--- config.mk ---
export PLATFORM = sky130hd
export DESIGN_NAME = versioned_lru_memo_table_unit
export DESIGN_NICKNAME = d
export VERILOG_FILES = /design/src/sv/vlru_pkg.sv /design/src/sv/vlru_ram.sv /design/src/sv/versioned_lru_memo_table_unit.sv
export SDC_FILE = /design/constraint.sdc
export NUM_CORES = 2
export LEC_CHECK = 0
export ABC_AREA = 1
export BUFFER_PORTS_ARGS = -buffer_cell sky130_fd_sc_hd__clkbuf_2
export CAP_MARGIN = 10
export CORE_AREA = 5 5 570 629
export DETAILED_ROUTE_END_ITERATION = 10
export DIE_AREA = 0 0 575 634
export SYNTH_ARGS = -nofsm -noshare
export SYNTH_HDL_FRONTEND = slang
export SYNTH_SLANG_ARGS = --single-unit
--- constraint.sdc ---
create_clock -name clk -period 25.6 [get_ports clk]
set_clock_uncertainty 0.1 [all_clocks]
set_input_delay 3.84 -clock clk [delete_from_list [all_inputs] [get_ports clk]]
set_output_delay 3.84 -clock clk [all_outputs]
set_load 0.03 [all_outputs]
--- src/sv/vlru_pkg.sv ---
package vlru_pkg;

    // field widths fixed by the interface
    localparam int DIGEST_W  = 64;
    localparam int KIND_W    = 3;
    localparam int VALUE_W   = 64;
    localparam int VER_W     = 16;
    localparam int USES_W    = 32;
    localparam int STAMP_W   = 48;
    localparam int CAP_W     = 5;
    localparam int ACT_W     = 3;
    localparam int OUT_CNT_W = 5;
    localparam int APB_W     = 32;
    localparam int PADDR_W   = 3;

    // request codes
    localparam logic [ACT_W-1:0] ACT_LOOKUP    = 3'd0;
    localparam logic [ACT_W-1:0] ACT_INSERT    = 3'd1;
    localparam logic [ACT_W-1:0] ACT_DROP_VER  = 3'd2;
    localparam logic [ACT_W-1:0] ACT_DROP_KIND = 3'd3;
    localparam logic [ACT_W-1:0] ACT_CLEAR     = 3'd4;

    // register index (address bit 2)
    localparam logic REG_VERSION  = 1'b0;
    localparam logic REG_CAPACITY = 1'b1;

    localparam logic [VER_W-1:0] VER_RESET = 16'd0;
    localparam logic [CAP_W-1:0] CAP_RESET = 5'd16;

    // slot contents apart from the key
    typedef struct packed {
        logic [KIND_W-1:0]  kind;
        logic [VALUE_W-1:0] value;
        logic [VER_W-1:0]   version;
        logic [USES_W-1:0]  uses;
        logic [STAMP_W-1:0] stamp;
    } slot_meta_t;

    localparam int META_W = $bits(slot_meta_t);

    // sequencer states
    typedef enum logic [7:0] {
        S_IDLE     = 8'b0000_0001,
        S_SCAN_RD  = 8'b0000_0010,
        S_SCAN_CHK = 8'b0000_0100,
        S_EV_RD    = 8'b0000_1000,
        S_EV_CHK   = 8'b0001_0000,
        S_INS_WR   = 8'b0010_0000,
        S_LIMIT    = 8'b0100_0000,
        S_RESP     = 8'b1000_0000
    } state_t;

endpackage

--- src/sv/vlru_ram.sv ---
module vlru_ram #(
    parameter int WIDTH = 8,
    parameter int DEPTH = 16
) (
    input  logic                     clk,
    input  logic                     we,
    input  logic [$clog2(DEPTH)-1:0] waddr,
    input  logic [WIDTH-1:0]         wdata,
    input  logic [$clog2(DEPTH)-1:0] raddr,
    output logic [WIDTH-1:0]         rdata
);

    logic [WIDTH-1:0] mem_reg [DEPTH];
    logic [WIDTH-1:0] rdata_reg;

    // one write port, one registered read port
    always_ff @(posedge clk)
    begin
        if (we)
        begin
            mem_reg[waddr] <= wdata;
        end
        rdata_reg <= mem_reg[raddr];
    end

    assign rdata = rdata_reg;

endmodule

--- src/sv/versioned_lru_memo_table_unit.sv ---
// channel   | direction | handshake                          | payload
// ----------+-----------+------------------------------------+---------------------------------
// request   | in        | start, busy (taken: start & !busy) | action, key_digest, entry_kind,
//           |           |                                    | payload_value, version_arg
// result    | out       | done (one cycle, no back-pressure) | hit, found_value, hit_count,
//           |           |                                    | entry_count, evicted
// config    | in/out    | apb psel/penable/pwrite, pready=1  | paddr, pwdata, prdata
//
// lookup requests read the slots in order through the slot ram and stop at the first match;
// drop requests read every slot; clear and unknown codes go straight to the result.
// insert: one scan, a second scan for the oldest stamp when the table is full,
// one slot write, then one more scan per eviction over the capacity limit.
// the slot ram, read one slot at a time, sets the pace; busy stays high until done has been shown.
// reset clears valid bits, count and use clock at once; no clearing pass is needed.
// results cannot be stalled: done is high for exactly one cycle per request.
module versioned_lru_memo_table_unit
    import vlru_pkg::*;
#(
    parameter int ENTRIES  = 16,
    parameter int KEY_BITS = 64
) (
    input  logic                 clk,
    input  logic                 rst_n,
    input  logic                 start,
    output logic                 busy,
    input  logic [ACT_W-1:0]     action,
    input  logic [DIGEST_W-1:0]  key_digest,
    input  logic [KIND_W-1:0]    entry_kind,
    input  logic [VALUE_W-1:0]   payload_value,
    input  logic [VER_W-1:0]     version_arg,
    output logic                 done,
    output logic                 hit,
    output logic [VALUE_W-1:0]   found_value,
    output logic [USES_W-1:0]    hit_count,
    output logic [OUT_CNT_W-1:0] entry_count,
    output logic                 evicted,
    input  logic                 psel,
    input  logic                 penable,
    input  logic                 pwrite,
    input  logic [PADDR_W-1:0]   paddr,
    input  logic [APB_W-1:0]     pwdata,
    output logic [APB_W-1:0]     prdata,
    output logic                 pready
);

    localparam int IDX_W  = $clog2(ENTRIES);
    localparam int CNT_W  = $clog2(ENTRIES + 1);
    localparam int CMP_W  = (CNT_W > CAP_W) ? CNT_W : CAP_W;
    localparam int WORD_W = KEY_BITS + META_W;

    // configuration registers
    logic [VER_W-1:0] cur_ver_reg;
    logic [CAP_W-1:0] cap_reg;
    logic             cfg_we;

    // control state
    state_t             state_reg, state_next;
    logic [IDX_W-1:0]   idx_reg, idx_next;
    logic [ENTRIES-1:0] valid_reg, valid_next;
    logic [CNT_W-1:0]   count_reg, count_next;
    logic [STAMP_W-1:0] clock_reg, clock_next;
    logic               free_found_reg, free_found_next;
    logic               vic_found_reg, vic_found_next;
    logic               ev_room_reg, ev_room_next;

    // request and scan payload
    logic [ACT_W-1:0]    act_reg, act_next;
    logic [KEY_BITS-1:0] key_reg, key_next;
    logic [KIND_W-1:0]   kind_reg, kind_next;
    logic [VALUE_W-1:0]  payload_reg, payload_next;
    logic [VER_W-1:0]    ver_arg_reg, ver_arg_next;
    logic [STAMP_W-1:0]  stamp_reg, stamp_next;
    logic [IDX_W-1:0]    free_idx_reg, free_idx_next;
    logic [IDX_W-1:0]    slot_reg, slot_next;
    logic [IDX_W-1:0]    vic_idx_reg, vic_idx_next;
    logic [STAMP_W-1:0]  min_stamp_reg, min_stamp_next;

    // result registers
    logic               hit_reg, hit_next;
    logic [VALUE_W-1:0] found_reg, found_next;
    logic [USES_W-1:0]  hcount_reg, hcount_next;
    logic               evicted_reg, evicted_next;

    // slot ram
    logic                ram_we;
    logic [IDX_W-1:0]    ram_waddr;
    logic [WORD_W-1:0]   ram_wdata;
    logic [WORD_W-1:0]   ram_rdata;
    logic [KEY_BITS-1:0] rd_key;
    slot_meta_t          rd_meta;
    slot_meta_t          meta_hit;
    slot_meta_t          meta_new;

    // scan helpers
    logic               cur_valid;
    logic               key_match;
    logic               last_slot;
    logic [USES_W-1:0]  uses_inc;
    logic [STAMP_W-1:0] clock_inc;
    logic               take_cur;
    logic               vic_have;
    logic [IDX_W-1:0]   victim;
    logic [CMP_W-1:0]   cap_eff;
    logic               over_limit;

    vlru_ram #(
        .WIDTH (WORD_W),
        .DEPTH (ENTRIES)
    ) u_slot_ram (
        .clk   (clk),
        .we    (ram_we),
        .waddr (ram_waddr),
        .wdata (ram_wdata),
        .raddr (idx_reg),
        .rdata (ram_rdata)
    );

    // apb configuration port
    assign pready = 1'b1;
    assign cfg_we = psel && penable && pwrite;
    assign prdata = (paddr[2] == REG_CAPACITY) ? APB_W'(cap_reg) : APB_W'(cur_ver_reg);

    always_ff @(posedge clk or negedge rst_n)
    begin
        if (!rst_n)
        begin
            cur_ver_reg <= VER_RESET;
            cap_reg     <= CAP_RESET;
        end
        else if (cfg_we)
        begin
            if (paddr[2] == REG_CAPACITY)
            begin
                cap_reg <= pwdata[CAP_W-1:0];
            end
            else
            begin
                cur_ver_reg <= pwdata[VER_W-1:0];
            end
        end
    end

    // slot word fields
    assign rd_key  = ram_rdata[WORD_W-1 -: KEY_BITS];
    assign rd_meta = slot_meta_t'(ram_rdata[META_W-1:0]);

    assign cur_valid = valid_reg[idx_reg];
    assign key_match = cur_valid && (rd_key == key_reg) && (rd_meta.kind == kind_reg);
    assign last_slot = (idx_reg == IDX_W'(ENTRIES - 1));
    assign uses_inc  = (rd_meta.uses == '1) ? rd_meta.uses : rd_meta.uses + USES_W'(1);
    assign clock_inc = clock_reg + STAMP_W'(1);

    // oldest-stamp search, lowest index wins a tie
    assign take_cur = cur_valid && (!vic_found_reg || (rd_meta.stamp < min_stamp_reg));
    assign vic_have = take_cur || vic_found_reg;
    assign victim   = take_cur ? idx_reg : vic_idx_reg;

    // capacity limit clipped to the table size
    assign cap_eff    = (CMP_W'(cap_reg) > CMP_W'(ENTRIES)) ? CMP_W'(ENTRIES) : CMP_W'(cap_reg);
    assign over_limit = CMP_W'(count_reg) > cap_eff;

    // slot words written back on a hit and on insert
    always_comb
    begin
        meta_hit       = rd_meta;
        meta_hit.uses  = uses_inc;
        meta_hit.stamp = clock_inc;

        meta_new.kind    = kind_reg;
        meta_new.value   = payload_reg;
        meta_new.version = cur_ver_reg;
        meta_new.uses    = '0;
        meta_new.stamp   = stamp_reg;
    end

    // sequencer
    always_comb
    begin
        state_next      = state_reg;
        idx_next        = idx_reg;
        valid_next      = valid_reg;
        count_next      = count_reg;
        clock_next      = clock_reg;
        free_found_next = free_found_reg;
        vic_found_next  = vic_found_reg;
        ev_room_next    = ev_room_reg;
        act_next        = act_reg;
        key_next        = key_reg;
        kind_next       = kind_reg;
        payload_next    = payload_reg;
        ver_arg_next    = ver_arg_reg;
        stamp_next      = stamp_reg;
        free_idx_next   = free_idx_reg;
        slot_next       = slot_reg;
        vic_idx_next    = vic_idx_reg;
        min_stamp_next  = min_stamp_reg;
        hit_next        = hit_reg;
        found_next      = found_reg;
        hcount_next     = hcount_reg;
        evicted_next    = evicted_reg;
        ram_we          = 1'b0;
        ram_waddr       = idx_reg;
        ram_wdata       = {key_reg, meta_new};

        case (state_reg)
            S_IDLE:
            begin
                if (start)
                begin
                    act_next        = action;
                    key_next        = key_digest[KEY_BITS-1:0];
                    kind_next       = entry_kind;
                    payload_next    = payload_value;
                    ver_arg_next    = version_arg;
                    hit_next        = 1'b0;
                    found_next      = '0;
                    hcount_next     = '0;
                    evicted_next    = 1'b0;
                    idx_next        = '0;
                    free_found_next = 1'b0;
                    case (action)
                        ACT_LOOKUP, ACT_DROP_VER, ACT_DROP_KIND:
                        begin
                            state_next = S_SCAN_RD;
                        end
                        ACT_INSERT:
                        begin
                            clock_next = clock_inc;
                            stamp_next = clock_inc;
                            state_next = S_SCAN_RD;
                        end
                        ACT_CLEAR:
                        begin
                            valid_next = '0;
                            count_next = '0;
                            clock_next = '0;
                            state_next = S_RESP;
                        end
                        default:
                        begin
                            state_next = S_RESP;
                        end
                    endcase
                end
            end

            S_SCAN_RD:
            begin
                state_next = S_SCAN_CHK;
            end

            S_SCAN_CHK:
            begin
                case (act_reg)
                    ACT_LOOKUP:
                    begin
                        if (key_match)
                        begin
                            if (rd_meta.version == cur_ver_reg)
                            begin
                                // hit: bump count, restamp
                                ram_we      = 1'b1;
                                ram_wdata   = {rd_key, meta_hit};
                                clock_next  = clock_inc;
                                hit_next    = 1'b1;
                                found_next  = rd_meta.value;
                                hcount_next = uses_inc;
                            end
                            else
                            begin
                                // stale version is erased
                                valid_next[idx_reg] = 1'b0;
                                count_next          = count_reg - CNT_W'(1);
                            end
                            state_next = S_RESP;
                        end
                        else if (last_slot)
                        begin
                            state_next = S_RESP;
                        end
                        else
                        begin
                            idx_next   = idx_reg + IDX_W'(1);
                            state_next = S_SCAN_RD;
                        end
                    end

                    ACT_INSERT:
                    begin
                        if (key_match)
                        begin
                            slot_next  = idx_reg;
                            state_next = S_INS_WR;
                        end
                        else
                        begin
                            // remember the lowest free slot
                            if (!cur_valid && !free_found_reg)
                            begin
                                free_found_next = 1'b1;
                                free_idx_next   = idx_reg;
                            end
                            if (last_slot)
                            begin
                                if (free_found_reg || !cur_valid)
                                begin
                                    slot_next  = free_found_reg ? free_idx_reg : idx_reg;
                                    state_next = S_INS_WR;
                                end
                                else
                                begin
                                    // table full: make room first
                                    ev_room_next   = 1'b1;
                                    vic_found_next = 1'b0;
                                    idx_next       = '0;
                                    state_next     = S_EV_RD;
                                end
                            end
                            else
                            begin
                                idx_next   = idx_reg + IDX_W'(1);
                                state_next = S_SCAN_RD;
                            end
                        end
                    end

                    ACT_DROP_VER, ACT_DROP_KIND:
                    begin
                        if (cur_valid &&
                            (((act_reg == ACT_DROP_VER) && (rd_meta.version != ver_arg_reg)) ||
                             ((act_reg == ACT_DROP_KIND) && (rd_meta.kind == kind_reg))))
                        begin
                            valid_next[idx_reg] = 1'b0;
                            count_next          = count_reg - CNT_W'(1);
                        end
                        if (last_slot)
                        begin
                            state_next = S_RESP;
                        end
                        else
                        begin
                            idx_next   = idx_reg + IDX_W'(1);
                            state_next = S_SCAN_RD;
                        end
                    end

                    default:
                    begin
                        state_next = S_RESP;
                    end
                endcase
            end

            S_EV_RD:
            begin
                state_next = S_EV_CHK;
            end

            S_EV_CHK:
            begin
                if (take_cur)
                begin
                    vic_found_next = 1'b1;
                    vic_idx_next   = idx_reg;
                    min_stamp_next = rd_meta.stamp;
                end
                if (last_slot)
                begin
                    if (vic_have)
                    begin
                        valid_next[victim] = 1'b0;
                        count_next         = count_reg - CNT_W'(1);
                        evicted_next       = 1'b1;
                    end
                    if (ev_room_reg)
                    begin
                        ev_room_next = 1'b0;
                        slot_next    = victim;
                        state_next   = S_INS_WR;
                    end
                    else
                    begin
                        state_next = S_LIMIT;
                    end
                end
                else
                begin
                    idx_next   = idx_reg + IDX_W'(1);
                    state_next = S_EV_RD;
                end
            end

            S_INS_WR:
            begin
                ram_we               = 1'b1;
                ram_waddr            = slot_reg;
                ram_wdata            = {key_reg, meta_new};
                valid_next[slot_reg] = 1'b1;
                if (!valid_reg[slot_reg])
                begin
                    count_next = count_reg + CNT_W'(1);
                end
                state_next = S_LIMIT;
            end

            S_LIMIT:
            begin
                if (over_limit)
                begin
                    ev_room_next   = 1'b0;
                    vic_found_next = 1'b0;
                    idx_next       = '0;
                    state_next     = S_EV_RD;
                end
                else
                begin
                    state_next = S_RESP;
                end
            end

            S_RESP:
            begin
                state_next = S_IDLE;
            end

            default:
            begin
                state_next = S_IDLE;
            end
        endcase
    end

    // control registers
    always_ff @(posedge clk or negedge rst_n)
    begin
        if (!rst_n)
        begin
            state_reg      <= S_IDLE;
            idx_reg        <= '0;
            valid_reg      <= '0;
            count_reg      <= '0;
            clock_reg      <= '0;
            free_found_reg <= 1'b0;
            vic_found_reg  <= 1'b0;
            ev_room_reg    <= 1'b0;
            hit_reg        <= 1'b0;
            evicted_reg    <= 1'b0;
        end
        else
        begin
            state_reg      <= state_next;
            idx_reg        <= idx_next;
            valid_reg      <= valid_next;
            count_reg      <= count_next;
            clock_reg      <= clock_next;
            free_found_reg <= free_found_next;
            vic_found_reg  <= vic_found_next;
            ev_room_reg    <= ev_room_next;
            hit_reg        <= hit_next;
            evicted_reg    <= evicted_next;
        end
    end

    // payload registers
    always_ff @(posedge clk)
    begin
        act_reg       <= act_next;
        key_reg       <= key_next;
        kind_reg      <= kind_next;
        payload_reg   <= payload_next;
        ver_arg_reg   <= ver_arg_next;
        stamp_reg     <= stamp_next;
        free_idx_reg  <= free_idx_next;
        slot_reg      <= slot_next;
        vic_idx_reg   <= vic_idx_next;
        min_stamp_reg <= min_stamp_next;
        found_reg     <= found_next;
        hcount_reg    <= hcount_next;
    end

    // result ports
    assign busy        = (state_reg != S_IDLE);
    assign done        = (state_reg == S_RESP);
    assign hit         = hit_reg;
    assign found_value = found_reg;
    assign hit_count   = hcount_reg;
    assign entry_count = OUT_CNT_W'(count_reg);
    assign evicted     = evicted_reg;

`ifndef SYNTHESIS
    // entry count tracks the valid bits
    a_count_valid: assert property (@(posedge clk) disable iff (!rst_n)
        32'(count_reg) == $countones(valid_reg))
        else $error("entry count out of step with valid bits");

    // one result, then ready again
    a_done_idle: assert property (@(posedge clk) disable iff (!rst_n)
        done |=> !busy)
        else $error("busy after result");

    // only a lookup reports a hit
    a_hit_lookup: assert property (@(posedge clk) disable iff (!rst_n)
        (done && hit) |-> (act_reg == ACT_LOOKUP))
        else $error("hit reported outside lookup");

    // an insert never leaves the table over its limit
    a_insert_limit: assert property (@(posedge clk) disable iff (!rst_n)
        (done && (act_reg == ACT_INSERT)) |-> !over_limit)
        else $error("table over capacity after insert");
`endif

endmodule

---- After elaboration in Yosys (flattened, before gate mapping) ----
Memories as Yosys holds them, arrays and structs flattened. A register that Yosys moved wholly into a read port is not among the register bits.
Cells that the tools add are included.
storage, ports and cells
  bits in registers ....................... 461
  bits in writable memories ............... 3632
  input bits .............................. 191
  output and inout bits ................... 138
  logic and storage cells ................. 254
  memories kept ........................... 1
memory list
  memory              words  width  rd ports  clocked after Yosys merged registers in  wr ports  RTL line        source
  u_slot_ram.mem_reg  16     227    1         1                                        1         vlru_ram.sv:13  logic [WIDTH-1:0] mem_reg [DEPTH];
operators by class
  add/subtract/negate cells ............... 5
  order comparisons ....................... 9
  equality and inequality tests ........... 49
  mux-type cells .......................... 114
  bitwise gates (word level) .............. 7
  reduce and logical (&&, ||, !) cells .... 45
operator list
  operator                                                          number
  227-bit 2-to-1 mux                                                4
  64-bit 2-to-1 mux                                                 4
  48-bit 2-to-1 mux                                                 4
  48-bit one-hot mux with 2 select lines                            2
  32-bit 2-to-1 mux                                                 5
  16-bit 2-to-1 mux                                                 8
  64-bit one-hot mux with 2 select lines                            1
  64-bit == test                                                    1
  4-bit 2-to-1 mux                                                  16
  8-bit 2-to-1 mux                                                  8
  16-bit one-hot mux with 4 select lines                            1
  32-bit one-hot mux with 2 select lines                            1
  8-bit one-hot mux with 7 select lines                             1
  48-bit by 1-bit adder with 48-bit output (second input constant)  1
  48-bit less-than comparator                                       1
  5-bit 2-to-1 mux                                                  9
  32-bit by 1-bit adder with 32-bit output (second input constant)  1
  16-bit bitwise AND                                                2
  32-bit == test (second input constant)                            1
  16-bit inverter                                                   2
  16-bit one-hot mux with 2 select lines                            1
  1-bit 2-to-1 mux                                                  30
  2-bit inequality test (second input constant)                     13
  8-bit one-hot mux with 3 select lines                             1
  other kinds (59)                                                  111

---- Logic depth before layout (Yosys ltp) ----
  depth after elaboration ................. 13
  depth in mapped cells ................... 23
  depth with buffers taken out ............ 23

---- Hierarchy ----
From an unflattened synthesis, not the netlist that was laid out.
second synthesis, totals
  cell total of the unflattened synthesis .. 16483
  area, all modules ....................... 179861.3 um2
by module, submodules not included
  module                         times used  cells an instance  area an instance (um2)
  vlru_ram                       1           13789              155499.1
  versioned_lru_memo_table_unit  1           2694               24362.1

---- Worst setup path before layout ----
Ideal clock, no wire load.
  path type ............................... input to register
  from .................................... in start
  to ...................................... reg stamp_reg[0], enable pin
  library setup time ...................... 0.578 ns
  arrival time ............................ 15.248 ns
  data required time ...................... 24.922 ns
  slack ................................... 9.674 ns
  stages on the path ...................... 4
  cells stage by stage .................... inv_1 > nor2_1 > inv_1 > nor4_1
between the ends
  longest elaborated chain between the ends .. 1
RTL lines
  element                        RTL line                              source
  start, declared                versioned_lru_memo_table_unit.sv:24   input logic start,
  3-bit AND reduction (no line)  --
  end signal, assigned           versioned_lru_memo_table_unit.sv:472  stamp_reg <= stamp_next;
  end, declared                  versioned_lru_memo_table_unit.sv:72   logic [STAMP_W-1:0] stamp_reg, stamp_next;
Every way passes these cells.
A chain may end at the register's enable or synchronous reset.

---- Final worst setup path ----
  from .................................... in paddr[2]
  to ...................................... out prdata[4]
between the ends
  longest elaborated chain between the ends .. 1
RTL lines
  element            RTL line                              source
  start, declared    versioned_lru_memo_table_unit.sv:40   input logic [PADDR_W-1:0] paddr,
  16-bit 2-to-1 mux  versioned_lru_memo_table_unit.sv:121  assign prdata = (paddr[2] == REG_CAPACITY) ? APB_W'(cap_reg) : APB_W'(cur_ver_reg);
  end, declared      versioned_lru_memo_table_unit.sv:42   output logic [APB_W-1:0] prdata,
Every way passes these cells.

==> results.md <==
- Status: finished, final reports clean
- Initial drt markers: 12200
- Grt ovf: 0
- Post-route setup TNS: 0 ns
- Reg power frac: around 53%
- Fin crit share: between 30% and 40%
- Arr. time, crit path: between 4 and 5 ns
- Clock power frac: 39.7%
- Mapped cell area: 168000 um^2
- H-tree depth: 5
- Die W: 575 um
- WL final: 451000 um
- Crit path max fanout: 22
- FF-to-FF setup slack: 17.02 ns
- RD Place Congestion: 0.841
- Mux cell area share after synthesis: less than 1%
- Final hold slack: 0.336 ns
- NumNets Final: 13300
- I/O Pins: 329
- Via count: roughly 110k
- CTS Sinks: 4320
- Worst R2R Start: key_reg[12]
- Psw: 3850 uW
- Placed Instance Area: 174000 um^2
- Post-CTS setup buffer count: 0
- Cell row count: roughly 230
- Clock-pin slew on the worst setup and hold paths: 0.06 ns
- Syn-to-layout area delta: 12.0%
- Routed WL per cell: around 25 um
- Seq/Total Area, Yosys: between 70% and 80%
- I/O Buffers: 293
- WHS Path Cells: 0
- EDFF count, synth: 3986
- Vias in the first global route: 103000
- Critical R2R Capture: u_slot_ram.mem_reg[6][171]
- Slew @ Worst Pin: 1.19 ns
- DR vias/cell: between 5 and 6
- Register Area: 127000 um^2
- Multi-input logic area: 35900 um^2
- Slew Limit Headroom: 21.0%
- Largest net degree at the start of global routing: 217
- Largest family of logic cells by synthesized area: simple AND/OR/NAND/NOR gates
- Peak supply drop: 64.7 uV
- Register-to-Register Path Depth: 15
- Pwr Density: 84.9 nW/um^2
- Residual DRC count: 0
- Simple-gate share of the synthesized area: 10.0%
- Async SR Flop Fraction: 2.48%
- ANT nets after route: 0
- Final setup violating endpoints: 0
- Die area: 365000 um^2
- Layout cells sized above 1: a little under a tenth
- Layout fillers: ~29000
- Global-route wire length before repair: 662000 um
- Synth Register Bits: around 4300
- Initial Utilization: 47.7%
- Post-synthesis xor/xnor area fraction: less than 1%
- CP startpoint kind: primary input
- Avg Inst Size Synth: 12.9 um^2
- GRT met3 Usage: 3.36%
- Max Buffers Root-to-Sink: 4
- Drt pass-1 iters: 5
- Sw frac: 24.1%
- Slew Limit Fails: 0
- Min Tclk post-route: about 8.8 ns
- Commonest non-fill, non-tap cell in the layout: edfxtp_1
- Dpl hpwl: ~230000 um
- Clock root cell: clkbuf_16
- Synth cell types: 66
- Most frequent cells in the layout: edfxtp_1 (3986), nor2_1 (2037), o21ai_0 (1980), nand2_1 (1491), o22ai_1 (913)
- CTS Buf Count: roughly 430
- Post-synthesis cell count: 13000
- Min-Delay Endpoint: min_stamp_reg[40]
- GR Util met2: 38.7%
- CP endpoint kind: output pin
- Hold Path Class: register to register
- CTS tree: built
- F_max: 114 MHz
- Leakage: 0.0634 uW
- Core area: 352000 um^2
- Max_cap viols: 0
- Busiest layer in global routing: met2
- Cts hold-fix bufs: 0
- Compound-gate portion of the synthesized area: 9.85%
- RSZ-0062 raised after global routing: false
- Final Instance Area: between 150000 and 200000 um^2
- Worst skew pair latency: 0.97 ns
- Die Y: 634 um
- Initial antenna violation count: 15
- Worst min-delay path startpoint: u_slot_ram.rdata[40]
- Setup CP Type: primary input to output pin
- Tot GR Track Use: 23.9%
- Max reg flops: approximately 3600
- # resized after CTS: 0
- Internal power: 12100 uW
- Yosys warns: 0
- Adder-Cell Fraction of Synth Area: 0.474%
- Util after Layout: 53.4%
- Gate power share: 7.8%
- Final Hold Viols: 0
- CP Launch Point: paddr[2]
- Met1 Track Usage GR: 34.3%
- Endpoint required time on the critical path: 21.66 ns
- Dominant synthesized flop cell: edfxtp_1
worst max-delay path by stage:
stage	endpoint	slack, ns	cells after the start
2_1_floorplan	stamp_reg[0]	9.67	4
3_3_place_gp	prdata[2]	16.84	5
3_5_place_dp	prdata[4]	16.82	3
4_1_cts	prdata[4]	16.82	3
5_1_grt	prdata[4]	16.72	4
6_report	prdata[4]	16.84	3
synthesized netlist by cell type, types with 33 or more instances:
cell,count,area (um^2)
edfxtp_1,3986,120000
nor2_1,2057,7720
o21ai_0,1980,9910
nand2_1,1492,5600
o22ai_1,913,5710
clkbuf_1,777,2920
inv_1,457,1720
nand4_1,280,1750
dfxtp_1,227,4540
dfrtp_1,105,2630
xnor2_1,78,683
nand3_1,75,375
a21oi_1,62,310
ha_1,62,776
nor3_1,54,270
o21ai_1,45,225
xor2_1,45,394
buf_2,35,175
mux2i_1,33,330
nor4_1,33,206
per-stage QoR:
stage	setup WS, ns	power (uW)	cells
after floorplan	9.67	9280	13000
after global placement	16.84	9710	17300
after detailed placement	16.82	9760	17300
after CTS	16.82	16100	18100
after global routing	16.72	16500	18100
final	16.84	16000	18100
worst max-delay path, cell delays in order:
cell and delay, ns:
clkbuf_2 0.38, o21ai_0 0.34, clkbuf_2 0.25
logic make-up (layout without fill, tap and decap cells):
group           after synthesis  count (layout)
other cells                   2              20
mux                          33              33
compound gates             3047            3047
buf+inv                    1348            1757
flops                      4320            4320
fa+ha+maj                    63              63
simple gates               4090            4090
xor+xnor                    126             126
layout make-up:
type                            count  share of cell area (%)
Tap cell                         4620                    3.08
Sequential cell                  4320                    67.6
Timing Repair Buffer              484                    1.69
Antenna cell                        3                 0.00400
Clock buffer                      556                    6.17
Inverter                          474                   0.964
Multi-Input combinational cell   7376                    19.1
Clock inverter                    243                    1.45
power by group through the flow:
stage               registers, uW  logic, uW  clock network [uW]
global route                 8400       1360                6740
floorplan                    8470        813                   0
detailed placement           8520       1240                   0
global placement             8510       1200                   0
finish                       8380       1240                6340
CTS                          8380       1240                6440
per-layer routing:
metal	vias up	part of all wire (%)
li1	47400	-
met1	53300	42
met2	4704	47
met3	683	8.1
met4	2	2.6
met5	-	0.0029
Power figures use the tool's default switching activity.
